`config.mk`:
```
export PLATFORM = sky130hd
export DESIGN_NAME = wes_ram
export DESIGN_NICKNAME = d
export VERILOG_FILES = /design/src/design/windowed_event_statistics_defines.svh /design/src/design/wes_ram.sv
export SDC_FILE = /design/constraint.sdc
export NUM_CORES = 1
export LEC_CHECK = 0
export ABC_AREA = 0
export BUFFER_PORTS_ARGS = -buffer_cell sky130_fd_sc_hd__buf_2
export CORE_ASPECT_RATIO = 0.75
export CORE_UTILIZATION = 57
export DETAILED_ROUTE_END_ITERATION = 7
export GPL_ROUTABILITY_DRIVEN = 0
export PLACE_DENSITY = 0.71
export SYNTH_ARGS = -nofsm -noshare
export SYNTH_HDL_FRONTEND = slang
export SYNTH_SLANG_ARGS = --single-unit
```
`constraint.sdc`:
```
create_clock -name clk -period 2.3 [get_ports clk]
set_input_delay 0.115 -clock clk [delete_from_list [all_inputs] [get_ports clk]]
set_output_delay 0.115 -clock clk [all_outputs]
set_load 0.005 [all_outputs]
```
`src/design/windowed_event_statistics_defines.svh`:
```
// Assertion macros for the windowed event statistics block.
`ifndef WINDOWED_EVENT_STATISTICS_DEFINES_SVH
`define WINDOWED_EVENT_STATISTICS_DEFINES_SVH

`ifndef ASSERT_OFF
`define WES_ASSERT(lbl, prop, msg) \
  lbl: assert property (@(posedge clk) disable iff (rst) (prop)) else $error(msg);
`define WES_ASSERT_NEXT(lbl, ante, cons, msg) \
  lbl: assert property (@(posedge clk) disable iff (rst) (ante) |=> (cons)) else $error(msg);
`else
`define WES_ASSERT(lbl, prop, msg)
`define WES_ASSERT_NEXT(lbl, ante, cons, msg)
`endif

`endif

```
`src/design/wes_ram.sv`:
```
`timescale 1ns / 1ps

module wes_ram #(
  parameter int WIDTH = 8,
  parameter int DEPTH = 16
) (
  input  logic                                     clk,
  input  logic                                     we,
  input  logic [((DEPTH > 1) ? $clog2(DEPTH) : 1)-1:0] waddr,
  input  logic [WIDTH-1:0]                         wdata,
  input  logic                                     re,
  input  logic [((DEPTH > 1) ? $clog2(DEPTH) : 1)-1:0] raddr,
  output logic [WIDTH-1:0]                         rdata
);

  logic [WIDTH-1:0] mem [DEPTH];

  always_ff @(posedge clk) begin
    if (we) begin
      mem[waddr] <= wdata;
    end
    if (re) begin
      rdata <= mem[raddr];
    end
  end

endmodule

```
==> flow_summary.json <==
{
  "outcome": "complete, no violations",
  "grt_max_degree": 33,
  "max_freq_ghz": 0.6608,
  "ys_top_cells_by_area": "edfxtp_1, mux4_2, mux4_1",
  "drt_wl_total_mm": 10.26,
  "synth_cell_type_count": 18,
  "met3_wirelength_um": 658,
  "diodes": 0,
  "syn_inst": 229,
  "dp_cells": 372,
  "grt_pass1_wl_mm": 15.61,
  "holdBufCountCts": 0,
  "num-nets-final": 302,
  "antenna_found_initial": 0,
  "post-place-ws_ps": 602.9,
  "cts_root_buf": "clkbuf_16",
  "clk_latency_ps": 410,
  "critPathLaunch": "mem[1][6]",
  "synth_fp_nets": 248,
  "met1_length_mm": 4.727,
  "yosysWarnings": 0,
  "die_h_um": 84.94,
  "top_layer": "met4",
  "fin_ws_ps": 786.7,
  "die_x_um": 112.6,
  "cp-end-kind": "flop",
  "cts_inserted_buffers": 17,
  "reg2reg_from": "mem[1][6]",
  "ctsResizeCount": 0,
  "ctsLongestPathBuffers": 2,
  "path_class": "flop to flop",
  "syn_area_um2": 5228,
  "overflow": 0,
  "critPathLaunchType": "flop",
  "ys_ff_latch": 136,
  "cts_sinks": 136,
  "min-delay-start": "re",
  "dr.pass1.iters": 4,
  "crit_arrival_ps": 1670,
  "synth-seq-area-share_pct": 78.12,
  "fin_crit_ps": 1513,
  "drv_cap": 0,
  "worst_ep_required_time_ps": 2450,
  "drive_gt1_share_pct": 32.09,
  "postRouteAntennaNets": 0,
  "fin_util_pct": 72.05,
  "leakagePower_uw": 0.002133,
  "stdcell_count": 404,
  "drc": 0,
  "wl_met2_mm": 4.769,
  "areaGrowthSynthToFinish_pct": 19.53,
  "cts_tree": "built",
  "drt-initial-drc-count": 238,
  "tightestPinTransition_ps": 709.2,
  "viasPerCell": 6.304,
  "yosys.area.top_type": "edfxtp_1",
  "hold_viol": 0,
  "clock_skew_ps": 12.31,
  "num_rows": 29,
  "setup_viol": 0,
  "peakVddDrop_uv": 760.3,
  "synth_top_cell_area_share_pct": 78.12,
  "hold_class": "input pin to flop",
  "rsz0062_at_grt": "no",
  "wl_per_cell_um": 25.40,
  "vias": 2547,
  "core-area_um2": 8672,
  "setup-tns-final_ps": 0,
  "grt_pass1_vias": 2625,
  "grt_util_all_layers_pct": 24.33,
  "post_cts_buffers": 0,
  "clk_pin_slew_ps": 60,
  "period_share_pct": 65.80,
  "htreeDepth": 4,
  "dieArea_um2": 9562,
  "slew_headroom_pct": 52.54,
  "maxSlewViolCount": 0,
  "holdWs_ps": 76.49,
  "port_buffers": 26,
  "pin_count": 27,
  "cp_max_fo": 1,
  "power_density_nw_per_um2": 979.1,
  "start_util_pct": 60.28,
  "syn_avg_cell_area_um2": 22.83
}
[layout by cell type, fill, tap and decap left out, drive strengths merged]
cell type and instances:
buf 45, nand2b 2, clkbuf 17, nand3b 2
and2b 1, a22oi 16, edfxtp 136, and2 1
bufinv 6, inv 2, clkinv 3, clkinvlp 4
nor2b 1, nand3 1, or3b 1, nand2 9
nor2 13, mux4 32, nor3 4
[cells in the mapped netlist]
cell / n
a22oi_1: 16
and2_1: 1
and2b_1: 1
buf_2: 3
buf_4: 1
buf_6: 3
clkdlybuf4s25_2: 3
edfxtp_1: 136
mux4_1: 14
mux4_2: 18
nand2_1: 9
nand2b_1: 2
nand3_1: 1
nand3b_1: 2
nor2_1: 13
nor2b_1: 1
nor3_1: 4
or3b_2: 1
[worst max-delay path, stage by stage, from the launching register on]
cell and delay [ps]:
edfxtp_1 380, mux4_2 480, a22oi_1 300, nand2_1 100
[metrics by stage]
step | instance area, um2 | power (uW)
2_1_floorplan | 5228 | 2996
3_3_place_gp | 5574 | 3108
3_5_place_dp | 5574 | 3115
4_1_cts | 6248 | 6154
5_1_grt | 6248 | 6277
6_report | 6248 | 6118
[state kept, by name, summed over array words and instances (netlist names)]
signal and count:
mem 128, rdata 8
[final timing paths]
path / slack [ps] / cells after the start / endpoint
setup / recovery: 790 / 3 / rdata[6]
hold / removal: 80 / 1 / rdata[1]
setup reg to reg: 790 / 3 / rdata[6]
hold reg to reg: 760 / 3 / rdata[7]
[layout make-up]
class	count	area (um2)
Fill cell	501	2424
Timing Repair Buffer	45	297.8
Clock buffer	17	425.4
Clock inverter	15	249.0
Tap cell	108	135.1
Sequential cell	136	4084
Multi-Input combinational cell	83	1057
[cell families (layout without fill, tap and decap cells)]
logic type / count (synthesis) / count (layout) / share of synthesized area (%)
flops: 136 / 136 / 78.12
compound gates: 16 / 16 / 2.298
mux: 32 / 32 / 14.79
buf+inv: 10 / 77 / 1.651
simple gates: 35 / 35 / 3.136
[report_power, final]
group / switching, uW / leakage (uW) / internal [uW]
Combinational: 145 / 0.000583 / 109
Sequential: 16.4 / 0.00124 / 2790
Clock: 1020 / 0.000314 / 2040
[routing by layer]
layer	vias up	track usage, %
li1	1086	-
met1	1343	35.28
met2	108	35.13
met3	10	8.214
met4	0	8.606
met5	-	0
Power figures use the tool's default switching activity.
