<file path="config.mk">
export PLATFORM = sky130hd
export DESIGN_NAME = wes_arith
export DESIGN_NICKNAME = d
export VERILOG_FILES = /design/src/design/windowed_event_statistics_defines.svh /design/src/design/wes_pkg.sv /design/src/design/wes_arith.sv
export SDC_FILE = /design/constraint.sdc
export NUM_CORES = 1
export LEC_CHECK = 0
export ABC_AREA = 0
export BUFFER_PORTS_ARGS = -buffer_cell sky130_fd_sc_hd__buf_2
export CELL_PAD_IN_SITES_DETAIL_PLACEMENT = 1
export CELL_PAD_IN_SITES_GLOBAL_PLACEMENT = 1
export CORE_ASPECT_RATIO = 1.2
export CORE_MARGIN = 3
export CORE_UTILIZATION = 35
export CTS_BUF_LIST = sky130_fd_sc_hd__clkbuf_8
export CTS_CLUSTER_DIAMETER = 60
export DETAILED_ROUTE_END_ITERATION = 8
export GPL_TIMING_DRIVEN = 0
export PLACE_DENSITY = 0.63
export SLEW_MARGIN = 15
export SYNTH_ARGS = -nofsm -noshare
export SYNTH_HDL_FRONTEND = slang
export SYNTH_SLANG_ARGS = --single-unit
</file>
<file path="constraint.sdc">
create_clock -name clk -period 24.2 [get_ports clk]
set_input_delay 3.63 -clock clk [delete_from_list [all_inputs] [get_ports clk]]
set_output_delay 3.63 -clock clk [all_outputs]
set_load 0.02 [all_outputs]
</file>
<file path="src/design/windowed_event_statistics_defines.svh">
// Assertion macros for the windowed event statistics block.
`ifndef WINDOWED_EVENT_STATISTICS_DEFINES_SVH
`define WINDOWED_EVENT_STATISTICS_DEFINES_SVH

`ifndef ASSERT_OFF
`define WES_ASSERT(lbl, prop, msg) \
  lbl: assert property (@(posedge clk) disable iff (rst) (prop)) else $error(msg);
`define WES_ASSERT_NEXT(lbl, ante, cons, msg) \
  lbl: assert property (@(posedge clk) disable iff (rst) (ante) |=> (cons)) else $error(msg);
`else
`define WES_ASSERT(lbl, prop, msg)
`define WES_ASSERT_NEXT(lbl, ante, cons, msg)
`endif

`endif

</file>
<file path="src/design/wes_pkg.sv">
`timescale 1ns / 1ps

package wes_pkg;

  localparam int STORE_DEPTH = 64;
  localparam int FRAC_BITS   = 16;
  localparam int NUM_FEAT    = 4;
  localparam int NUM_CHAN    = 5;

  localparam int ADDR_W     = (STORE_DEPTH > 1) ? $clog2(STORE_DEPTH) : 1;
  localparam int CNT_W      = $clog2(STORE_DEPTH + 1);
  localparam int FEAT_W     = 32;
  localparam int STAMP_W    = 32;
  localparam int ENTRY_W    = STAMP_W + NUM_FEAT * FEAT_W;
  localparam int FEAT_IDX_W = 2;
  localparam int CH_W       = 3;
  localparam int CFG_IDX_W  = 2;
  localparam int CFG_W      = 32;

  localparam int S1_W   = FEAT_W + CNT_W;
  localparam int MAG_W  = S1_W - 1;
  localparam int S2_W   = 2 * FEAT_W + CNT_W;
  localparam int NUM_W  = 2 * MAG_W + 2;
  localparam int DIVD_W = NUM_W - 1;
  localparam int DEN_W  = 2 * CNT_W + FRAC_BITS;
  localparam int DIV_CNT_W = $clog2(DIVD_W);
  localparam int ROOT_W    = 64;
  localparam int ROOT_K_W  = 5;

  localparam longint SAT_MAX = 64'sh7fffffff;
  localparam longint SAT_MIN = -64'sh80000000;

  typedef enum logic [1:0] {
    STAT_SUM  = 2'd0,
    STAT_MEAN = 2'd1,
    STAT_VAR  = 2'd2,
    STAT_STD  = 2'd3
  } stat_t;

  typedef enum logic [CFG_IDX_W-1:0] {
    CFG_STAT_FUNCTION  = 2'd0,
    CFG_WINDOW_ENABLE  = 2'd1,
    CFG_WINDOW_MS      = 2'd2,
    CFG_CHANNEL_ENABLE = 2'd3
  } cfg_idx_t;

  typedef struct packed {
    logic  start;
    stat_t func;
    logic  neg;
  } arith_req_t;

  typedef struct packed {
    logic done;
    logic busy;
  } arith_resp_t;

endpackage

</file>
<file path="src/design/wes_arith.sv">
`timescale 1ns / 1ps

module wes_arith (
  input  logic                         clk,
  input  logic                         rst,
  input  wes_pkg::arith_req_t          req,
  input  logic [wes_pkg::DIVD_W-1:0]   dividend,
  input  logic [wes_pkg::DEN_W-1:0]    divisor,
  output wes_pkg::arith_resp_t         resp,
  output logic [31:0]                  result
);

  import wes_pkg::*;

  typedef enum logic [3:0] {
    A_IDLE = 4'b0001,
    A_DIV  = 4'b0010,
    A_SQRT = 4'b0100,
    A_DONE = 4'b1000
  } astate_t;

  astate_t               state;
  logic [DIVD_W-1:0]     dq;
  logic [DEN_W-1:0]      rem;
  logic [DEN_W-1:0]      den;
  logic [DIV_CNT_W-1:0]  cnt;
  stat_t                 func;
  logic                  neg;
  logic [ROOT_W-1:0]     sv;
  logic [ROOT_W-1:0]     sres;
  logic [ROOT_K_W-1:0]   sk;

  logic [DEN_W:0]        rem_sh;
  logic                  ge;
  logic [DIVD_W-1:0]     q_next;
  logic [ROOT_W-1:0]     sbit;
  logic [ROOT_W-1:0]     trial;
  logic                  take;
  logic [ROOT_W-1:0]     sres_next;

  always_comb begin
    rem_sh    = {rem, dq[DIVD_W-1]};
    ge        = rem_sh >= {1'b0, den};
    q_next    = {dq[DIVD_W-2:0], ge};
    sbit      = ROOT_W'(1) << {sk, 1'b0};
    trial     = sres + sbit;
    take      = sv >= trial;
    sres_next = take ? ((sres >> 1) + sbit) : (sres >> 1);
  end

  assign resp.done = (state == A_DONE);
  assign resp.busy = (state != A_IDLE);

  always_ff @(posedge clk) begin
    if (rst) begin
      state <= A_IDLE;
    end else begin
      unique case (state)
        A_IDLE: begin
          if (req.start) begin
            dq    <= dividend;
            rem   <= '0;
            den   <= divisor;
            cnt   <= DIV_CNT_W'(DIVD_W - 1);
            func  <= req.func;
            neg   <= req.neg;
            state <= A_DIV;
          end
        end
        A_DIV: begin
          rem <= ge ? DEN_W'(rem_sh - {1'b0, den}) : DEN_W'(rem_sh);
          dq  <= q_next;
          cnt <= cnt - DIV_CNT_W'(1);
          if (cnt == '0) begin
            state <= A_DONE;
            unique case (func)
              STAT_MEAN: result <= neg ? (~q_next[31:0] + 32'd1) : q_next[31:0];
              STAT_VAR: begin
                result <= (q_next[DIVD_W-1:31] != '0) ? 32'(SAT_MAX) : q_next[31:0];
              end
              STAT_STD: begin
                if (q_next[DIVD_W-1:62] != '0) begin
                  result <= 32'(SAT_MAX);
                end else begin
                  sv    <= ROOT_W'(q_next[61:0]);
                  sres  <= '0;
                  sk    <= '1;
                  state <= A_SQRT;
                end
              end
              STAT_SUM: result <= q_next[31:0];
            endcase
          end
        end
        A_SQRT: begin
          if (take) begin
            sv <= sv - trial;
          end
          sres <= sres_next;
          sk   <= sk - ROOT_K_W'(1);
          if (sk == '0) begin
            result <= sres_next[31:0];
            state  <= A_DONE;
          end
        end
        A_DONE: state <= A_IDLE;
        default: state <= A_IDLE;
      endcase
    end
  end

endmodule

</file>
==> results of run 1 <==
==> power by group through the flow <==
stage               Clock (W)  Sequential, W  Combinational (W)
finish               0.000550       0.000634           0.000119
global route         0.000588       0.000635           0.000133
floorplan                   0       0.000641          0.0000739
global placement            0       0.000649           0.000111
CTS                  0.000568       0.000634           0.000120
detailed placement          0       0.000645           0.000119
==> worst max-delay path by stage <==
stage / startpoint / to / slack, ns / cells past startpoint
after floorplan: rst / sv[0]$_DFFE_PP_ / 10.13 / 3
after global placement: rst / sv[16]$_DFFE_PP_ / 3.12 / 3
after detailed placement: sk[2]$_SDFFCE_PN1P_ / result[6]$_DFFE_PP_ / 14.44 / 29
after CTS: sk[2]$_SDFFCE_PN1P_ / result[6]$_DFFE_PP_ / 14.44 / 29
after global routing: sk[2]$_SDFFCE_PN1P_ / result[6]$_DFFE_PP_ / 13.88 / 29
final: sk[2]$_SDFFCE_PN1P_ / result[6]$_DFFE_PP_ / 14.28 / 29
==> registers in the layout (all words and copies together), names as in the netlist <==
register,cells
sk,5
result,32
dq,77
cnt,7
func,2
rem,30
state,4
den,30
sv,64
sres,64
neg,1
==> final cells by class <==
cell class              instances  area [um^2]  area share (%)
clock inverters                48          373            1.33
clock buffers                  59          812            2.90
multi-input cells            2311        14400            51.3
plain buffers                 130          498            1.78
well taps                     909         1140            4.06
diodes                          3         7.51          0.0268
inverters                      86          323            1.15
repair buffers                167         1040            3.72
flip-flops and latches        316         9450            33.7
==> placed cells by master, fill, tap and decap left out, types with 47 or more instances in the layout <==
master	n
nand2_1	514
edfxtp_1	312
nor2_1	221
o21ai_0	206
a21oi_1	200
ha_1	166
buf_2	154
xnor2_1	109
clkbuf_1	107
inv_1	101
xor2_1	88
nand3_1	66
a31oi_1	66
clkbuf_8	59
nor3_1	53
a21o_1	49
nand4_1	47
==> routing by layer <==
layer	routed length [um]	share of wire, %
met5	13	0.013
met2	47500	49
met4	4400	4.6
met1	40600	42
met3	3920	4.1
==> cells by family (layout without fill, tap and decap cells) <==
logic type	count (synthesis)	count (layout)	share of synthesized area, %
AO/OA/AOI/OAI	801	801	20.6
XOR/XNOR	197	197	7.01
adder cells (fa/ha/maj)	169	169	8.65
buffers and inverters	216	490	3.33
flip-flops	316	316	38.4
multiplexers	30	30	1.25
other	0	3	0
AND/OR/NAND/NOR	1114	1114	20.7
==> metrics by stage <==
stage                     hold WS, ns  utilization [%]
after floorplan                 0.510                -
after global placement          0.527             38.4
after detailed placement        0.541             38.9
after CTS                       0.556             40.6
after global routing            0.593             40.6
final                           0.549             40.6
==> critical path, delay by kind of cell, from the launching register on <==
kind	cells	cell delay (ns)
AOI/OAI and AO/OA	12	4.20
xor gates and xnor gates	1	0.23
buffers and inverters	6	2.15
DFF	1	0.35
adders and majority gates	3	0.83
and+or+nand+nor	7	1.84
==> flow_summary.yaml, run 1 <==
timing:
  slew_violations: 0
  rsz0062_at_grt: "no"
  finalHoldViolations: 0
  relSlewSlack_pct: 17.9
  setup_tns_ns: 0
  fin_worst_skew_ns: 0.0465
  worstMarginPinSlew_ns: 1.23
  finalSetupViolCount: 0
  fin_crit_ns: 9.92
  finalCritPeriodShare_pct: 41.0
  fin_ws_ns: 14.28
  max_freq_ghz: 0.101
floorplanning:
  core-area_um2: 69000
  start_util_pct: 35.7
  io_pins: 147
  rows: 105
  die_w_um: 248
  dieArea_um2: 73500
  die_y_um: 296
drt:
  drt_iter0_drc: 1382
  vias: 23200
  drc: 0
  firstDrtPassIters: 5
  viasPerCell: 5.75
  ant_nets: 0
  wirelength_um: 96400
  wire_per_inst_um: 23.9
cells_and_area:
  fillers: 8254
  finalNonFillerCells: 4029
  area_delta_synth_final_pct: 13.9
  design_area_um2: 28000
  nNetsFinal: 3352
  layout-drive-gt1-share_pct: 10.6
hold_path:
  worstHoldStart: "dq[69]$_DFFE_PP_"
  hp-class: "reg -> reg"
  hold_end: "dq[70]$_DFFE_PP_"
  whs_path_depth: 2
clock_network:
  clock_latency_ns: 0.69
  clkSinkCount: 316
  clkTransAtPathRegs_ns: 0.07
  post_cts_buffers: 0
  cts_tree: "built"
  root_buffer: "clkbuf_8"
  postCtsHoldBufs: 0
  htreeDepth: 2
  cts_buffers: 59
  ctsResizeCount: 0
  cts_buffer_depth: 3
synthesis:
  yosys.cell_types.count: 87
  syn_nets: 3124
  synth_ff_type: "edfxtp_1"
  synth_top_area_share_pct: 38.1
  synth_edf_count: 312
  postSynthCellCount: 2843
  synthTopCellsByArea: "edfxtp_1 38%, ha_1 8.4%, nand2_1 7.8%"
  syn_area_um2: 24600
  ys_ff_latch: 316
  syn_avg_cell_area_um2: 8.65
  synth.most_common_cell: "nand2_1"
  yosys-top-cells-count: "514 x nand2_1, 312 x edfxtp_1, 223 x nor2_1"
  async_flop_share_pct: 0
  synth_seq_area_share_pct: 38.4
  yosysTopAreaCell: "edfxtp_1"
  ys.warnings.count: 0
critical_path:
  r2r_start: "sk[2]$_SDFFCE_PN1P_"
  required_ns: 24.60
  crit_type: "reg -> reg"
  startpoint_type: "register"
  max_stage_delay_ns: 0.72
  ff2ff_path_depth: 29
  crit_slowest_cell: "nor2_1"
  critical_path_arrival_ns: 10.33
  cp_common_cell: "clkbuf_1"
  r2r_slack_ns: 14.28
  critPathMaxFanout: 10
  worstSetupEndpointType: "register"
  regToRegEndpoint: "result[6]$_DFFE_PP_"
power_and_ir_drop:
  pwr-share-clk_pct: 42.2
  p_total_w: 0.00130
  seq_power_share_pct: 48.7
  power_leakage_nw: 10.6
  swShare_pct: 26.5
  intPower_w: 0.000957
  switchingPower_w: 0.000346
  p_comb_share_pct: 9.1
  power_density_nw_per_um2: 46.5
  ir_worst_vdd_mv: 0.0416
global_routing:
  grt_max_degree: 31
  grt_util_all_layers_pct: 26.0
  grt_pass1_vias: 24500
  gr-max-usage-layer: "met2"
  grt_pass1_wl_um: 147000
  met1_usage_pct: 32.0
  grt-ovfl-total: 0
  met2_usage_pct: 45.8
  use_met3_pct: 3.33
  grt_antenna_before_repair: 2
placement:
  dp.cells: 3919
  pre_cts_slack_ns: 14.44
  gp_congestion: 0.958
  post-dp-hpwl_um: 76700
  io_buffers: 145
  placed_cell_area_um2: 26800
run_status:
  status: "complete, no violations"
flow_run:
  drv_cap: 0
Power figures use the tool's default switching activity.
==> run 2: changes to the inputs <==
--- a/config.mk
+++ b/config.mk
@@ -16,7 +16,7 @@
 export CTS_CLUSTER_DIAMETER = 60
 export DETAILED_ROUTE_END_ITERATION = 8
 export GPL_TIMING_DRIVEN = 0
-export PLACE_DENSITY = 0.63
+export PLACE_DENSITY = 0.65
 export SLEW_MARGIN = 15
 export SYNTH_ARGS = -nofsm -noshare
 export SYNTH_HDL_FRONTEND = slang
==> constraint.sdc (replaced) <==
create_clock -name clk -period 8.9 [get_ports clk]
set_input_delay 1.335 -clock clk [delete_from_list [all_inputs] [get_ports clk]]
set_output_delay 1.335 -clock clk [all_outputs]
set_load 0.02 [all_outputs]
==> flow_summary.yaml, run 2 (synthesis results as in run 1) <==
drt:
  firstDrtPassIters: 6
  ant_nets: 0
  drc: 0
  drt_iter0_drc: 1311
  wirelength_um: 96700
  vias: 23100
  viasPerCell: 5.75
  wire_per_inst_um: 24.0
placement:
  gp_congestion: 0.940
  pre_cts_slack_ns: 0.121
  io_buffers: 145
  post-dp-hpwl_um: 76600
timing:
  hold_slack_ns: 0.546
  rsz0062_at_grt: "no"
  slew_violations: 0
  finalCritPeriodShare_pct: 96.8
  relSlewSlack_pct: 20.1
  finalHoldViolations: 0
  max_freq_ghz: 0.116
  finalSetupViolCount: 0
  fin_worst_skew_ns: 0.0366
  fin_crit_ns: 8.61
  setup_tns_ns: 0
  fin_ws_ns: 0.288
  worstMarginPinSlew_ns: 1.20
power_and_ir_drop:
  power_density_nw_per_um2: 125
  power_leakage_nw: 10.7
  p_total_w: 0.00356
  ir_worst_vdd_mv: 0.0969
cells_and_area:
  layout_commonest_cell: "nand2_1"
  largest_reg_flops: 77
  area_delta_synth_final_pct: 15.3
  final-seq-area_um2: 9450
  multi_input_area_um2: 14700
  most-common-layout-cells: "509 x nand2_1, 312 x edfxtp_1, 215 x nor2_1, 199 x o21ai_0, 198 x a21oi_1"
  layout-drive-gt1-share_pct: 12.1
  reg.largest.list: "dq x77, sres x64, sv x64"
  nNetsFinal: 3346
  fillers: 8168
  largest_register: "dq"
  utilization_pct: 41.1
floorplanning:
  die_w_um: 248
  die_y_um: 296
  dieArea_um2: 73500
  start_util_pct: 35.7
  rows: 105
  io_pins: 147
  core-area_um2: 69000
critical_path:
  crit_end: "result[6]$_DFFE_PP_"
  crit_type: "reg -> reg"
  critical_path_arrival_ns: 9.02
  regToRegEndpoint: "result[6]$_DFFE_PP_"
  required_ns: 9.31
  max_stage_delay_ns: 0.73
  r2r_slack_ns: 0.29
  crit_start: "sk[4]$_SDFFCE_PN1P_"
  worstSetupEndpointType: "register"
  critPathMaxFanout: 10
  ff2ff_path_depth: 28
  r2r_start: "sk[4]$_SDFFCE_PN1P_"
  crit_slowest_cell: "a211oi_1"
  startpoint_type: "register"
clock_network:
  clkSinkCount: 316
  root_buffer: "clkbuf_8"
  clock_latency_ns: 0.70
  cts_buffer_depth: 3
  clkTransAtPathRegs_ns: 0.06
  cts_buffers: 59
  htreeDepth: 2
  cts_tree: "built"
  postCtsHoldBufs: 0
  ctsResizeCount: 0
  post_cts_buffers: 0
global_routing:
  met1_usage_pct: 31.7
  grt_max_degree: 31
  use_met3_pct: 3.62
  grt_antenna_before_repair: 4
  met2_usage_pct: 46.7
  grt-ovfl-total: 0
  gr-max-usage-layer: "met2"
  grt_pass1_wl_um: 147000
  grt_util_all_layers_pct: 26.1
  grt_pass1_vias: 24500
hold_path:
  worstHoldStart: "dq[74]$_DFFE_PP_"
  hp-class: "reg -> reg"
run_status:
  status: "complete, no violations"
flow_run:
  drv_cap: 0
[run 2: power by group]
part           leakage, nW  total [W]  switching [W]  internal (W)
sequential            2.90    0.00172      0.0000402       0.00168
clock                0.639    0.00151       0.000707      0.000803
combinational         7.13   0.000323       0.000200      0.000122
total                 10.7    0.00356       0.000948       0.00261
[run 2: stage by stage]
| step | instance area, um^2 | std cells |
|---|---|---|
| 2_1_floorplan | 25000 | 2843 |
| 3_3_place_gp | 26900 | 3897 |
| 3_5_place_dp | 27200 | 3913 |
| 4_1_cts | 28400 | 4020 |
| 5_1_grt | 28400 | 4021 |
| 6_report | 28400 | 4021 |
[run 2: how the worst min path moves through the flow]
stage	endpoint	slack [ns]	depth (start not counted)
CTS	dq[74]$_DFFE_PP_	0.55	2
global route	dq[65]$_DFFE_PP_	0.59	2
floorplan	dq[62]$_DFFE_PP_	0.51	2
detailed placement	dq[74]$_DFFE_PP_	0.54	2
global placement	dq[75]$_DFFE_PP_	0.53	2
finish	dq[75]$_DFFE_PP_	0.55	2
[run 2: layer usage]
metal / routed length [um] / vias to the layer above
met1: 40200 / 11400
met5: 14 / -
met3: 4250 / 184
li1: - / 10900
met2: 48500 / 571
met4: 3680 / 4
[run 2: worst max-delay path, delay by kind of cell (launching register included)]
| kind | cells | cell delay [ns] |
|---|---|---|
| adders and majority gates | 3 | 0.66 |
| and+or+nand+nor | 7 | 1.36 |
| DFF | 1 | 0.52 |
| buffers and inverters | 5 | 1.58 |
| AOI/OAI and AO/OA | 12 | 4.01 |
| xor gates and xnor gates | 1 | 0.21 |
[run 2: area by class of cell]
type,count,share of cell area (%)
inverters,86,1.14
diodes,1,0.00882
clock buffers,60,2.91
repair buffers,161,3.53
plain buffers,130,2.03
well taps,909,4.01
flip-flops and latches,316,33.3
multi-input cells,2311,51.8
clock inverters,47,1.31
==> run 3: changes to the inputs <==
--- a/config.mk
+++ b/config.mk
@@ -16,6 +16,7 @@
 export CTS_CLUSTER_DIAMETER = 60
 export DETAILED_ROUTE_END_ITERATION = 8
 export GPL_TIMING_DRIVEN = 0
+export MAX_ROUTING_LAYER = met4
 export PLACE_DENSITY = 0.65
 export SLEW_MARGIN = 15
 export SYNTH_ARGS = -nofsm -noshare
==> flow_summary.yaml, run 3 (synthesis results as in run 1) <==
run_status:
  status: "complete, no violations"
timing:
  fin_crit_ns: 8.52
  rsz0062_at_grt: "no"
  max_freq_ghz: 0.117
  finalCritPeriodShare_pct: 95.8
  worstMarginPinSlew_ns: 1.19
  fin_worst_skew_ns: 0.0458
  finalSetupViolCount: 0
  slew_violations: 0
  finalHoldViolations: 0
  setup_tns_ns: 0
  relSlewSlack_pct: 20.8
floorplanning:
  die_y_um: 296
  io_pins: 147
  die_w_um: 248
  core-area_um2: 69000
  rows: 105
  start_util_pct: 35.7
  dieArea_um2: 73500
global_routing:
  grt_pass1_wl_um: 148000
  grt_antenna_before_repair: 1
  grt-ovfl-total: 0
  grt_util_all_layers_pct: 27.0
  grt_max_degree: 31
  grt_pass1_vias: 24900
drt:
  drt_iter0_drc: 1315
  drc: 0
  ant_nets: 0
  viasPerCell: 5.77
  wire_per_inst_um: 24.2
  firstDrtPassIters: 5
  vias: 23300
  wirelength_um: 97400
power_and_ir_drop:
  ir_worst_vdd_mv: 0.118
  p_total_w: 0.00357
  power_density_nw_per_um2: 125
  power_leakage_nw: 10.8
cells_and_area:
  area_delta_synth_final_pct: 15.7
  utilization_pct: 41.3
  largest_reg_flops: 77
  nNetsFinal: 3350
  fillers: 8194
  layout-drive-gt1-share_pct: 12.4
  largest_register: "dq"
  reg.largest.list: "dq x77, sres x64, sv x64"
  layout_commonest_cell: "nand2_1"
  most-common-layout-cells: "509 x nand2_1, 312 x edfxtp_1, 215 x nor2_1, 200 x o21ai_0, 198 x a21oi_1"
  finalNonFillerCells: 4031
critical_path:
  worstSetupEndpointType: "register"
  crit_type: "reg -> reg"
  cp_common_cell: "o21ai_0"
  startpoint_type: "register"
  worstPathCellList: "or2_4, clkbuf_8, nor2_4, ha_4, ha_2, nor2_1, o21a_1, o21ai_0, a31oi_1, nor2_1, o21ai_0, xor2_1, ha_1, nand4_1, nor2_1, a2111oi_0, o21ai_0, a21oi_1, o2111ai_1, and2_1, clkbuf_1, buf_1, o21ai_0, a22oi_1"
  crit_slowest_cell: "a21oi_1"
  critical_path_arrival_ns: 8.90
  critPathMaxFanout: 10
  required_ns: 9.28
  max_stage_delay_ns: 0.69
  cp_num_buf_inv: 3
  cp_top_family: "compound AO/OA/AOI/OAI gates"
clock_network:
  postCtsHoldBufs: 0
  clkSinkCount: 316
  cts_buffers: 61
  clkTransAtPathRegs_ns: 0.06
  post_cts_buffers: 0
  htreeDepth: 2
  root_buffer: "clkbuf_8"
  cts_tree: "built"
  clock_latency_ns: 0.71
  ctsResizeCount: 0
  cts_buffer_depth: 3
hold_path:
  hp-class: "reg -> reg"
placement:
  post-dp-hpwl_um: 77500
  io_buffers: 145
  dp.cells: 3915
  gp_congestion: 0.955
flow_run:
  drv_cap: 0
run 3: changes by cell type in the layout (fill, tap and decap cells not counted), moves of 2 or more:
| cell | delta |
|---|---|
| inv_1 | +11 |
| clkinv_1 | -10 |
| clkinv_2 | +4 |
| buf_16 | +2 |
| clkbuf_8 | +2 |
run 3: worst min-delay path, cell delays in order (launching register included):
cell and delay (ns):
edfxtp_1 0.34, nand2_1 0.05, nand2_1 0.05
run 3: worst paths after layout:
kind	cells after the start	endpoint	slack [ns]	from
worst min register to register	2	dq[74]$_DFFE_PP_	0.55	dq[73]$_DFFE_PP_
worst max register to register	24	result[30]$_DFFE_PP_	0.38	sk[4]$_SDFFCE_PN1P_
worst max-delay path	24	result[30]$_DFFE_PP_	0.38	sk[4]$_SDFFCE_PN1P_
worst min-delay path	2	dq[74]$_DFFE_PP_	0.55	dq[73]$_DFFE_PP_
run 3: metrics by stage:
step / cell area [um^2] / worst slack [ns] / hold slack [ns]
floorplan: 25000 / -0.742 / 0.510
global route: 28500 / 0.00941 / 0.593
global placement: 26900 / -6.52 / 0.530
CTS: 28500 / 0.0811 / 0.552
finish: 28500 / 0.378 / 0.548
detailed placement: 27200 / 0.0770 / 0.537
run 3: layer usage:
| layer | GRT usage, % | vias to the layer above | part of all wire (%) |
|---|---|---|---|
| met4 | 11.6 | 0 | 4.6 |
| met5 | - | - | 0 |
| met1 | 31.7 | 11500 | 42 |
| met3 | 3.30 | 200 | 4.2 |
| met2 | 46.5 | 573 | 50 |
| li1 | - | 10900 | - |
run 3: area by class of cell:
cell class / count / area (um^2) / area share, %
timing repair buffer: 163 / 1050 / 3.70
sequential: 316 / 9450 / 33.2
antenna: 1 / 2.50 / 0.00879
clock buffer: 62 / 853 / 3.00
tap: 909 / 1140 / 4.00
buffer: 130 / 578 / 2.03
clock inverter: 53 / 382 / 1.34
multi-input combinational: 2311 / 14700 / 51.6
inverter: 86 / 323 / 1.13
run 3: power breakdown:
part           total, W  switching (W)  internal [W]
clock           0.00152       0.000720      0.000801
combinational  0.000325       0.000201      0.000124
sequential      0.00172      0.0000400       0.00168
